**src/hw/rtl/ssa_pkg.sv**
```systemverilog
// Shared constants, codes and controller/datapath interface types for the swap slot allocator.
`default_nettype none

package ssa_pkg;

    // Slot store geometry
    localparam int MAX_SLOTS = 1024;
    localparam int SLOT_AW   = (MAX_SLOTS > 1) ? $clog2(MAX_SLOTS) : 1;
    localparam int COUNT_W   = $clog2(MAX_SLOTS + 1);

    // Page geometry
    localparam int SECTORS_PER_PAGE = 8;
    localparam int SECTOR_BYTES     = 512;
    localparam int IDX_W            = (SECTORS_PER_PAGE > 1) ? $clog2(SECTORS_PER_PAGE) : 1;

    // Field widths
    localparam int SECTOR_W = 13;
    localparam int DISK_W   = 14;
    localparam int ADDR_W   = 32;

    localparam logic [DISK_W-1:0] SECTOR_LIMIT = DISK_W'(8192);
    localparam logic [DISK_W-1:0] DISK_RESET   = DISK_W'(8192);

    // Result status codes
    typedef enum logic [1:0] {
        STATUS_OK       = 2'd0,
        STATUS_NO_SLOT  = 2'd1,
        STATUS_OVERFLOW = 2'd2
    } status_t;

    // Request kinds
    typedef enum logic {
        OP_SWAP_OUT = 1'b0,
        OP_SWAP_IN  = 1'b1
    } op_t;

    // Commands from the controller to the datapath
    typedef struct packed {
        logic capture;   // take the request and start the free list read
        logic decide;    // pick the slot and update the free list / bump pointer
        logic load;      // move the next result into the output register
    } ssa_cmd_t;

    // Status from the datapath to the controller
    typedef struct packed {
        logic out_free;    // output register can take a result this cycle
        logic last_beat;   // the next result loaded ends the request
        logic fifo_empty;
        logic fifo_full;
    } ssa_stat_t;

endpackage

`default_nettype wire

```
**src/hw/rtl/ssa_ctrl.sv**
```systemverilog
// Request sequencer: accepts a request, triggers slot selection, then paces result loading.
`default_nettype none

module ssa_ctrl
    import ssa_pkg::*;
(
    input  wire logic      aclk,
    input  wire logic      aresetn,
    input  wire logic      s_tvalid,
    output logic           s_tready,
    input  wire ssa_stat_t stat,
    output ssa_cmd_t       cmd
);

    typedef enum logic [1:0] {
        ST_IDLE,
        ST_DECIDE,
        ST_EMIT
    } state_t;

    state_t state_reg, state_next;
    logic   ready_reg, ready_next;

    assign s_tready = ready_reg;

    // Issue commands from the current state
    always_comb begin
        cmd         = '0;
        cmd.capture = ready_reg && s_tvalid;
        cmd.decide  = (state_reg == ST_DECIDE);
        cmd.load    = (state_reg == ST_EMIT) && stat.out_free;
    end

    // Next state
    always_comb begin
        state_next = state_reg;
        ready_next = ready_reg;
        unique case (state_reg)
            ST_IDLE: begin
                if (cmd.capture) begin
                    state_next = ST_DECIDE;
                    ready_next = 1'b0;
                end
            end
            ST_DECIDE: begin
                state_next = ST_EMIT;
            end
            ST_EMIT: begin
                if (cmd.load && stat.last_beat) begin
                    state_next = ST_IDLE;
                    ready_next = 1'b1;
                end
            end
            default: begin
                state_next = ST_IDLE;
                ready_next = 1'b1;
            end
        endcase
    end

    // Hold state and ready
    always_ff @(posedge aclk) begin
        if (!aresetn) begin
            state_reg <= ST_IDLE;
            ready_reg <= 1'b1;
        end else begin
            state_reg <= state_next;
            ready_reg <= ready_next;
        end
    end

endmodule

`default_nettype wire

```
**config.mk**
```make
export PLATFORM = sky130hd
export DESIGN_NAME = ssa_ctrl
export DESIGN_NICKNAME = d
export VERILOG_FILES = /design/src/hw/rtl/ssa_pkg.sv /design/src/hw/rtl/ssa_ctrl.sv
export SDC_FILE = /design/constraint.sdc
export NUM_CORES = 1
export LEC_CHECK = 0
export ABC_AREA = 1
export BUFFER_PORTS_ARGS = -buffer_cell sky130_fd_sc_hd__buf_2
export CAP_MARGIN = 20
export CELL_PAD_IN_SITES_DETAIL_PLACEMENT = 0
export CELL_PAD_IN_SITES_GLOBAL_PLACEMENT = 1
export CORE_AREA = 2 2 39 41
export CTS_BUF_LIST = sky130_fd_sc_hd__clkbuf_4 sky130_fd_sc_hd__clkbuf_8
export CTS_CLUSTER_DIAMETER = 60
export DETAILED_ROUTE_END_ITERATION = 16
export DIE_AREA = 0 0 41 43
export GPL_TIMING_DRIVEN = 0
export HOLD_SLACK_MARGIN = 0.02
export PLACE_DENSITY_LB_ADDON = 0.05
export SLEW_MARGIN = 10
export SYNTH_ARGS = -nofsm -noshare
export SYNTH_HDL_FRONTEND = slang
export SYNTH_SLANG_ARGS = --single-unit
```
**constraint.sdc**
```tcl
create_clock -name aclk -period 0.9 [get_ports aclk]
set_input_delay 0.045 -clock aclk [delete_from_list [all_inputs] [get_ports aclk]]
set_output_delay 0.045 -clock aclk [all_outputs]
set_load 0.03 [all_outputs]
```
Word-level counts from Yosys, hierarchy flattened
Cells that the tools add are included.

Register bits after elaboration: 3. Latch bits: 0. Memory bits (writable): 0. Bits in read-only memories: 0. Bits of input ports: 7. Output and inout bits: 4. Logic and storage cells: 19. Memories: 0.

$add $sub $neg: 0. Multipliers: 0. Divide/modulo/power cells: 0. Order comparisons: 0. Equal/unequal tests: 4. Shifts and indexed selects: 0. Muxes and demuxes: 6. Bitwise gates (word level): 1. Reduce and logical (&&, ||, !) cells: 6.

Operators with widths (number): case mux 2 bit (3 select lines) (1); two-way mux 2 bit (2); logical AND 1 bit (3); case mux 1 bit (3 select lines) (1); AND reduction 3 bit (1); == test 2 x 1 -> 1 bit (second input constant) (1); == test 2 bit (second input constant) (1); logical NOT 2 bit (1); two-way mux 1 bit (2); != test 2 x 1 -> 1 bit (second input constant) (1); != test 2 bit (second input constant) (1); AND reduction 2 bit (1); inverter 1 bit (1).

Logic depth before layout (Yosys ltp)
Gate-level depths: netlist of the first run.

Depth after elaboration: 5. Gate-level depth with buffers: 6. Mapped depth without buffers: 6.

Least setup slack after synthesis of the first run
OpenSTA, ideal clock, no wires.

Path type: flip-flop to output port. Start point: register ready_reg, in the netlist s_tready. End point: output cmd[2] in the netlist's numbering. Data arrival time: 0.821 ns. Data required time: 0.855 ns. Setup slack: 0.034 ns. Cell stages (with the launch flop): 3. Cells stage by stage: dfxtp_1 > nand2_1 > inv_1.

RTL lines: start: declaration (RTL line ssa_ctrl.sv:22) `logic ready_reg, ready_next;`; start signal: assignment (RTL line ssa_ctrl.sv:68) `ready_reg <= ready_next;`; end: declaration (RTL line ssa_ctrl.sv:12) `output ssa_cmd_t cmd`.

==> results of run 1 <==
[metrics by stage]
stage          total power [mW]  instance area (um^2)  hold slack [ps]  setup slack [ps]
6_report                  0.588                   280             35.2             -49.8
5_1_grt                   0.619                   280             52.8             -77.0
4_1_cts                   0.592                   268             43.0             -56.5
3_5_place_dp              0.280                   203              288              29.9
3_3_place_gp              0.281                   203              299              39.8
2_1_floorplan             0.243                   143              161              34.0
[final cells by class]
| cell class | instances | area share [%] |
|---|---|---|
| timing repair buffer | 10 | 27.7 |
| tap | 16 | 7.14 |
| sequential | 3 | 22.8 |
| inverter | 5 | 6.70 |
| clock buffer | 4 | 10.7 |
| multi-input combinational | 13 | 25.0 |
[cells in the mapped netlist (all sizes together)]
cell type,count,area (um^2)
dfxtp,3,60.1
nand2,8,30.0
inv,5,18.8
nand3,3,15.0
and3,1,7.51
buf,1,7.51
nor2,1,3.75
[worst max path at each step]
| stage | startpoint | to | slack [ps] | cells after the start |
|---|---|---|---|---|
| 2_1_floorplan | s_tready | cmd[2] | 30 | 2 |
| 4_1_cts | state_reg[0] | cmd[0] | -60 | 3 |
| 3_5_place_dp | state_reg[1] | cmd[1] | 30 | 5 |
| 5_1_grt | state_reg[0] | cmd[0] | -80 | 3 |
| 6_report | state_reg[0] | cmd[0] | -50 | 3 |
| 3_3_place_gp | state_reg[1] | cmd[1] | 40 | 5 |
[cells by family after synthesis]
family                 Yosys count
buffers and inverters            6
and+or+nand+nor                 13
DFF                              3
[per-layer routing]
metal	vias to the layer above	GRT usage (%)	share of wire (%)
met1	79	5.11	34
met4	0	12.0	5.9
li1	89	-	-
met3	4	2.09	6.1
met5	-	0	0
met2	6	9.69	53
[power breakdown]
| group | leakage [nW] | internal [mW] | total, mW | switching (mW) |
|---|---|---|---|---|
| registers | 0.0253 | 0.153 | 0.166 | 0.0131 |
| clock network | 0.0184 | 0.196 | 0.266 | 0.0701 |
| logic | 0.111 | 0.0673 | 0.155 | 0.0882 |
| total | 0.155 | 0.416 | 0.588 | 0.171 |
[worst max-delay path: cells and delay by family (launching register included)]
kind | cells | cell delay, ps
and+or+nand+nor | 1 | 170
buffers and inverters | 2 | 180
DFF | 1 | 320
[what timing repair did]
item,in CTS,in global routing
endpoints found under the setup margin,3,4
resized for setup,13,5
endpoints found under the hold margin,0,0
buffers inserted,2,0
==> impl_results.md, run 1 <==
- Commonest non-fill, non-tap cells in the layout: 5 x buf_2, 4 x nand2_2, 4 x nand2_1, 4 x clkbuf_4, 4 x buf_6
- Final setup fails: 1
- Violated checks: negative setup slack
- Number of global-route vias before repair: between 150 and 200
- Largest net degree at the start of global routing: 4
- Fin crit period: approximately 950 ps
- Register bit total from synthesis: 3
- R2R Path End: s_tready
- Clock sink total: 3
- ANT nets after route: 0
- Hold Crit Endpoint: state_reg[1]
- Total GRT Usage: between 6 and 7%
- Worst Hold Class: input port to flop
- Mean Syn Cell Area: roughly 6.5 um^2
- Routed length per placed instance: ~8.4 um
- First-pass DRT Iterations: 2
- Status: finished with violations
- Mapped Nets: 29
- Crit end category: output port
- VDD IR max: 0.612 mV
- Initial Utilization: 10.3%
- Worst R2R Start: state_reg[1]
- Nets@finish: 43
- Worst-path clk slew: about 40 ps
- Setup ws final: -49.8 ps
- Mux share of post-synthesis cell area: 0%
- Synth Area in Adders: 0%
- F_max: ~1.1 GHz
- FF-to-FF path depth: 7
- First-pass GRT wire length: between 700 and 800 um
- Final Hold Viols: 0
- Crit path max fanout: 3
- PortBufs: 8
- Final worst-path cycle share: 106%
- Core box area: 1380 um^2
- Commonest non-fill, non-tap cell in the layout: buf_2
- Max Slew Vio Count: 0
- DR vias: about 180
- Clock Tree Root: clkbuf_4
- Dpl hpwl: about 300 um
- Worst slew pin tran: approximately 150 ps
- Complex-gate fraction of the synthesized area: 0%
- Post-Route WL: roughly 430 um
- Synth cell types: 7
- DRC viols: 0
- Boundary pin count: 11
- Leak: between 0.15 and 0.2 nW
- TNS Setup: -49.8 ps
- Largest family of logic cells by synthesized area: simple AND/OR/NAND/NOR gates
- Max FFs per register: 2
- Initial antenna violation count: 0
- R2r setup slk: about 30 ps
- Row count: 14
- CP startpoint kind: flop
- Num CTS Buffers: 3
- Hold Crit Depth: 3
- Die Ht: approximately 43 um
- Multi-input logic area: approximately 70 um^2
- WP data required: roughly 850 ps
- Arrival time worst endpoint: 900 ps
- Final-layout fill cell count: around 180
- Ys Warns: 0
- Pwr Density: between 2000 and 2500 nW/um^2
- Clock Path Buffers: 2
- Initial drt markers: 3
- Finished Core Util: 20.3%
- Die width: approximately 41 um
- Area of the mapped netlist: 143 um^2
- Post-synthesis xor/xnor area fraction: 0%
- CP max stage cell: dfxtp_2
- Max Cap Viol: 0
- CTS hold repair buffers: 0
- Post-Place Cells: between 40 and 50
- Clock skew: 1.09 ps
- Share of cells above drive strength 1: 71.4%
- Kind of critical path: flop to output port
- Sequential fraction of the synthesis area: between 40% and 50%
- Hold Crit Start: aresetn
- CTS tree: yes
- Unrepaired setup endpoints after global routing: true
- H-tree levels: 1
- GRT overflow: 0
- Worst skew pair latency: 230 ps
- Routed vias/inst: between 3 and 4
- Simple-gate share of the synthesized area: 39.5%
- Critical path cell sequence: inv_2 -> and3_4 -> buf_6
- Synth Instances: 22
- Slew headroom: 89.8%
- Final Non-Filler Cells: around 50
- RD Place Congestion: about 0.60
- Max incr delay on CP: about 320 ps
- Layout area overhead: 96.5%
- FF+latch area: roughly 64 um^2
- Ant diodes: 0
- Die area: between 1500 and 2000 um^2
(Power assumes the default switching activity.)
==> run 2: changes to the inputs <==
--- a/config.mk
+++ b/config.mk
@@ -8,8 +8,8 @@
 export ABC_AREA = 1
 export BUFFER_PORTS_ARGS = -buffer_cell sky130_fd_sc_hd__buf_2
 export CAP_MARGIN = 20
-export CELL_PAD_IN_SITES_DETAIL_PLACEMENT = 0
-export CELL_PAD_IN_SITES_GLOBAL_PLACEMENT = 1
+export CELL_PAD_IN_SITES_DETAIL_PLACEMENT = 1
+export CELL_PAD_IN_SITES_GLOBAL_PLACEMENT = 2
 export CORE_AREA = 2 2 39 41
 export CTS_BUF_LIST = sky130_fd_sc_hd__clkbuf_4 sky130_fd_sc_hd__clkbuf_8
 export CTS_CLUSTER_DIAMETER = 60
@@ -18,7 +18,6 @@
 export GPL_TIMING_DRIVEN = 0
 export HOLD_SLACK_MARGIN = 0.02
 export PLACE_DENSITY_LB_ADDON = 0.05
-export SLEW_MARGIN = 10
 export SYNTH_ARGS = -nofsm -noshare
 export SYNTH_HDL_FRONTEND = slang
 export SYNTH_SLANG_ARGS = --single-unit
==> impl_results.md, run 2 (same netlist as run 1, synthesis figures left out) <==
- Status: finished with violations (unchanged)
- Violated checks: negative setup slack (unchanged)
- Largest net degree at the start of global routing: 4 (unchanged)
- Clock power frac: 44.2% (was 45.3%)
- Leak: 0.158 nW (was 0.155 nW)
- Post-Place Cells: 46 (unchanged)
- H-tree levels: 1 (unchanged)
- Clock Tree Root: clkbuf_4 (unchanged)
- GRT overflow: 0 (unchanged)
- Max Cap Viol: 0 (unchanged)
- First-pass GRT wire length: 648 um (was 724 um)
- Kind of critical path: flop to output port (unchanged)
- Final setup fails: 1 (unchanged)
- First-pass DRT Iterations: 1 (was 2)
- Initial drt markers: 0 (was 3)
- Unrepaired setup endpoints after global routing: true (unchanged)
- Final worst-path cycle share: 104% (was 106%)
- Layout area overhead: 102% (was 96.5%)
- Fin crit period: 935 ps (was 950 ps)
- Die area: 1760 um^2 (unchanged)
- Initial antenna violation count: 0 (unchanged)
- Routed length per placed instance: 7.44 um (was 8.37 um)
- RD Place Congestion: 0.571 (was 0.603)
- F_max: 1.07 GHz (was 1.05 GHz)
- ANT nets after route: 0 (unchanged)
- Clock skew: 0.178 ps (was 1.09 ps)
- Core box area: 1380 um^2 (unchanged)
- CTS tree: yes (unchanged)
- Dpl hpwl: 318 um (was 305 um)
- DRC viols: 0 (unchanged)
- Crit end category: output port (unchanged)
- Die Ht: 43 um (unchanged)
- Switch Pwr: 0.166 mW (was 0.171 mW)
- Nets@finish: 44 (was 43)
- Share of cells above drive strength 1: 75.0% (was 71.4%)
- Clock sink total: 3 (unchanged)
- Worst-path clk slew: 40 ps (about the same)
- Boundary pin count: 11 (unchanged)
- Worst Hold Class: input port to flop (unchanged)
- Slew headroom: 89.8% (about the same)
- Worst slew pin tran: 155 ps (was 154 ps)
- Row count: 14 (unchanged)
- Power Total: 0.589 mW (was 0.588 mW)
- Final Non-Filler Cells: 52 (was 51)
- Arrival time worst endpoint: 890 ps (was 900 ps)
- Total GRT Usage: 6.21% (was 6.91%)
- Max FFs per register: 2 (unchanged)
- Initial Utilization: 10.3% (unchanged)
- Max Slew Vio Count: 0 (unchanged)
- Routed vias/inst: 3.27 (was 3.49)
- Post-Route WL: 387 um (was 427 um)
- PortBufs: 8 (unchanged)
- Num CTS Buffers: 3 (unchanged)
- Final Hold Viols: 0 (unchanged)
- Power share of the combinational group: 27.8% (was 26.5%)
- Flop pwr share: 28.0% (was 28.2%)
- Critical path cell sequence: inv_2 -> and3_4 -> buf_6 (unchanged)
- Commonest non-fill, non-tap cell in the layout: buf_2 (unchanged)
- Number of global-route vias before repair: 164 (was 199)
- Clock Path Buffers: 2 (unchanged)
- TNS Setup: -35.3 ps (was -49.8 ps)
- Setup ws final: -35.3 ps (was -49.8 ps)
- WP data required: 850 ps (about the same)
- Die width: 41 um (unchanged)
- CP startpoint kind: flop (unchanged)
- CTS hold repair buffers: 0 (unchanged)
- Finished Core Util: 20.8% (was 20.3%)
- Pwr Density: 2050 nW/um^2 (was 2100 nW/um^2)
- CP max stage cell: dfxtp_2 (unchanged)
- Final-layout fill cell count: 175 (unchanged)
- Max incr delay on CP: 320 ps (about the same)
- Ant diodes: 0 (unchanged)
- Sw Ratio: 28.2% (was 29.2%)
- Worst skew pair latency: 230 ps (about the same)
- DR vias: 170 (was 178)
- VDD IR max: 0.483 mV (was 0.612 mV)
- Internal power: 0.423 mW (was 0.416 mW)
- Crit path max fanout: 3 (unchanged)
## run 2: cell types whose count changed in the layout (fill, tap and decap cells not counted)
cell	before	now
buf_4	1	2
inv_1	2	1
inv_2	3	4
## run 2: critical path, delay by kind of cell, from the launching register on
family        cells  cell delay [ps]
buf+inv           2              180
simple gates      1              170
flops             1              320
## run 2: final timing paths
path,endpoint,slack [ps],cells past startpoint,from
min,state_reg[1],40,3,aresetn
max reg2reg,s_tready,20,7,state_reg[1]
min reg2reg,s_tready,460,2,s_tready
max,cmd[0],-40,3,state_reg[0]
## run 2: cell type report
type	count	area, um^2	share of cell area (%)
repair buffers	11	85.1	29.6
multi-input cells	13	70.1	24.3
flip-flops and latches	3	63.8	22.2
clock buffers	4	30.0	10.4
well taps	16	20.0	6.96
inverters	5	18.8	6.52
## run 2: metal layers
layer	GRT usage [%]	vias to the layer above	routed length, um
li1	-	92	-
met1	6.39	75	154
met2	7.50	3	220
met3	1.57	0	12
met4	10.0	0	0
met5	0	-	0
## run 2: repair_timing
action	in CTS	in global routing
endpoints found under the setup margin	3	4
setup buffers	2	1
gates resized for setup	15	4
pin swaps	0	2
## run 2: power by group through the flow
stage | registers, mW | logic (mW) | clock network [mW]
after detailed placement | 0.161 | 0.121 | 0
after global placement | 0.161 | 0.121 | 0
after floorplan | 0.174 | 0.0689 | 0
after CTS | 0.164 | 0.150 | 0.276
final | 0.165 | 0.164 | 0.261
after global routing | 0.169 | 0.177 | 0.286
## run 2: stage by stage
| step | hold slack [ps] | cell area, um^2 | setup slack [ps] |
|---|---|---|---|
| 4_1_cts | 47.9 | 272 | -52.7 |
| 3_5_place_dp | 305 | 203 | 35.1 |
| 5_1_grt | 48.7 | 288 | -77.1 |
| 6_report | 39.9 | 288 | -35.3 |
| 2_1_floorplan | 161 | 143 | 34.0 |
| 3_3_place_gp | 303 | 203 | 38.7 |
==> run 3: changes to the inputs <==
--- a/config.mk
+++ b/config.mk
@@ -18,6 +18,7 @@
 export GPL_TIMING_DRIVEN = 0
 export HOLD_SLACK_MARGIN = 0.02
 export PLACE_DENSITY_LB_ADDON = 0.05
+export SLEW_MARGIN = 20
 export SYNTH_ARGS = -nofsm -noshare
 export SYNTH_HDL_FRONTEND = slang
 export SYNTH_SLANG_ARGS = --single-unit
==> constraint.sdc (replaced) <==
create_clock -name aclk -period 0.8 [get_ports aclk]
set_input_delay 0.04 -clock aclk [delete_from_list [all_inputs] [get_ports aclk]]
set_output_delay 0.04 -clock aclk [all_outputs]
set_load 0.03 [all_outputs]
==> impl_results.md, run 3 (same netlist as run 1, synthesis figures left out) <==
- Routed length per placed instance: 8.10 um (was 7.44 um)
- Area post-placement: 204 um^2 (was 203 um^2)
- Clock sink total: 3 (unchanged)
- Crit path max fanout: 3 (unchanged)
- Worst slew pin tran: 124 ps (was 155 ps)
- Layout area overhead: 104% (was 102%)
- Clock Path Buffers: 2 (unchanged)
- Post-Route WL: 421 um (was 387 um)
- Share of cells above drive strength 1: 75.0% (unchanged)
- Boundary pin count: 11 (unchanged)
- Worst slack, placed: -71.3 ps (was 35.1 ps)
- Fin crit period: between 900 and 1000 ps
- RD Place Congestion: 0.570 (was 0.571)
- CTS hold repair buffers: 0 (unchanged)
- Kind of critical path: flop to output port (unchanged)
- Initial drt markers: 1 (was 0)
- Initial antenna violation count: 0 (unchanged)
- Max Cap Viol: 0 (unchanged)
- Worst skew pair latency: 230 ps (about the same)
- Row count: 14 (unchanged)
- Post-route cell area: 290 um^2 (was 288 um^2)
- CP startpoint kind: flop (unchanged)
- First-pass GRT wire length: 703 um (was 648 um)
- Status: finished with violations (unchanged)
- Core box area: 1380 um^2 (unchanged)
- Total GRT Usage: 6.71% (was 6.21%)
- Final Hold Viols: 0 (unchanged)
- F_max: 1.07 GHz
- Final-layout fill cell count: 170 (was 175)
- Die width: 41 um (unchanged)
- DRC viols: 0 (unchanged)
- DR vias: 173 (was 170)
- Nets@finish: 44 (unchanged)
- Clock skew: 0.787 ps (was 0.178 ps)
- Number of global-route vias before repair: 179 (was 164)
- Setup ws final: -136 ps (was -35.3 ps)
- Final setup fails: 5 (was 1)
- VDD IR max: 0.564 mV (was 0.483 mV)
- GRT overflow: 0 (unchanged)
- First-pass DRT Iterations: 2 (was 1)
- Final worst-path cycle share: 117%
- Max Slew Vio Count: 0 (unchanged)
- Max FFs per register: 2 (unchanged)
- H-tree levels: 1 (unchanged)
- Leak: 0.159 nW (was 0.158 nW)
- Pwr Density: 2320 nW/um^2 (was 2050 nW/um^2)
- Slew headroom: 91.7% (was 89.8%)
- Die area: 1760 um^2 (unchanged)
- Clock Tree Root: clkbuf_4 (unchanged)
- Worst-path clk slew: 40 ps (about the same)
- Violated checks: negative setup slack (unchanged)
- Ant diodes: 0 (unchanged)
- Routed vias/inst: 3.33 (was 3.27)
- Dpl hpwl: 340 um (was 318 um)
- TNS Setup: -332 ps (was -35.3 ps)
- CTS tree: yes (unchanged)
- Num CTS Buffers: 3 (unchanged)
- Initial Utilization: 10.3% (unchanged)
- Worst Hold Class: input port to flop (unchanged)
- PortBufs: 8 (unchanged)
- Unrepaired setup endpoints after global routing: true (unchanged)
- ANT nets after route: 0 (unchanged)
- Largest net degree at the start of global routing: 4 (unchanged)
- Arrival time worst endpoint: 900 ps (was 890 ps)
- WP data required: 760 ps (was 850 ps)
- Crit end category: output port (unchanged)
- Die Ht: 43 um (unchanged)
## run 3: cell counts in the layout (fill, tap and decap cells not counted)
No cell type changed its count.
## run 3: routing by layer
layer,share of wire (%),wire length (um),track usage (%)
met3,4.0,17,1.57
met1,40,167,7.67
met5,0,0,0
met2,56,236,7.81
met4,0,0,10.0
## run 3: final cells by class
cell class	instances	area, um^2	share of cell area (%)
inverter	5	18.8	6.47
multi-input combinational	13	70.1	24.1
clock buffer	4	30.0	10.3
sequential	3	63.8	22.0
timing repair buffer	11	87.6	30.2
tap	16	20.0	6.90
## run 3: report_power, final
part / leakage (nW) / switching [mW] / internal, mW
logic: 0.115 / 0.101 / 0.0878
registers: 0.0253 / 0.0151 / 0.172
clock network: 0.0184 / 0.0761 / 0.221
## run 3: what timing repair did
item / 4_1_cts / 5_1_grt
buffers inserted: 3 / 0
pin swaps: 2 / 1
resized for setup: 19 / 0
endpoints found under the setup margin: 5 / 5
## run 3: stage by stage
stage	hold WS, ps	cells	utilization (%)	total power [mW]
after floorplan	156	22	-	0.275
after global routing	44.9	52	21.0	0.718
after CTS	31.9	52	21.0	0.690
final	31.9	52	21.0	0.672
after detailed placement	298	46	14.7	0.320
after global placement	298	46	14.7	0.318
## run 3: path summary, 6_finish.rpt
| check | from | end | slack (ps) | cells past startpoint |
|---|---|---|---|---|
| min reg2reg | s_tready | s_tready | 460 | 2 |
| min | aresetn | state_reg[1] | 30 | 3 |
| max | state_reg[0] | cmd[0] | -140 | 3 |
| max reg2reg | state_reg[1] | s_tready | -80 | 7 |
## run 3: worst max-delay path: stages, from the launching register on
cell     delay [ps]
dfxtp_2         320
inv_2            60
and3_4          170
buf_6           120
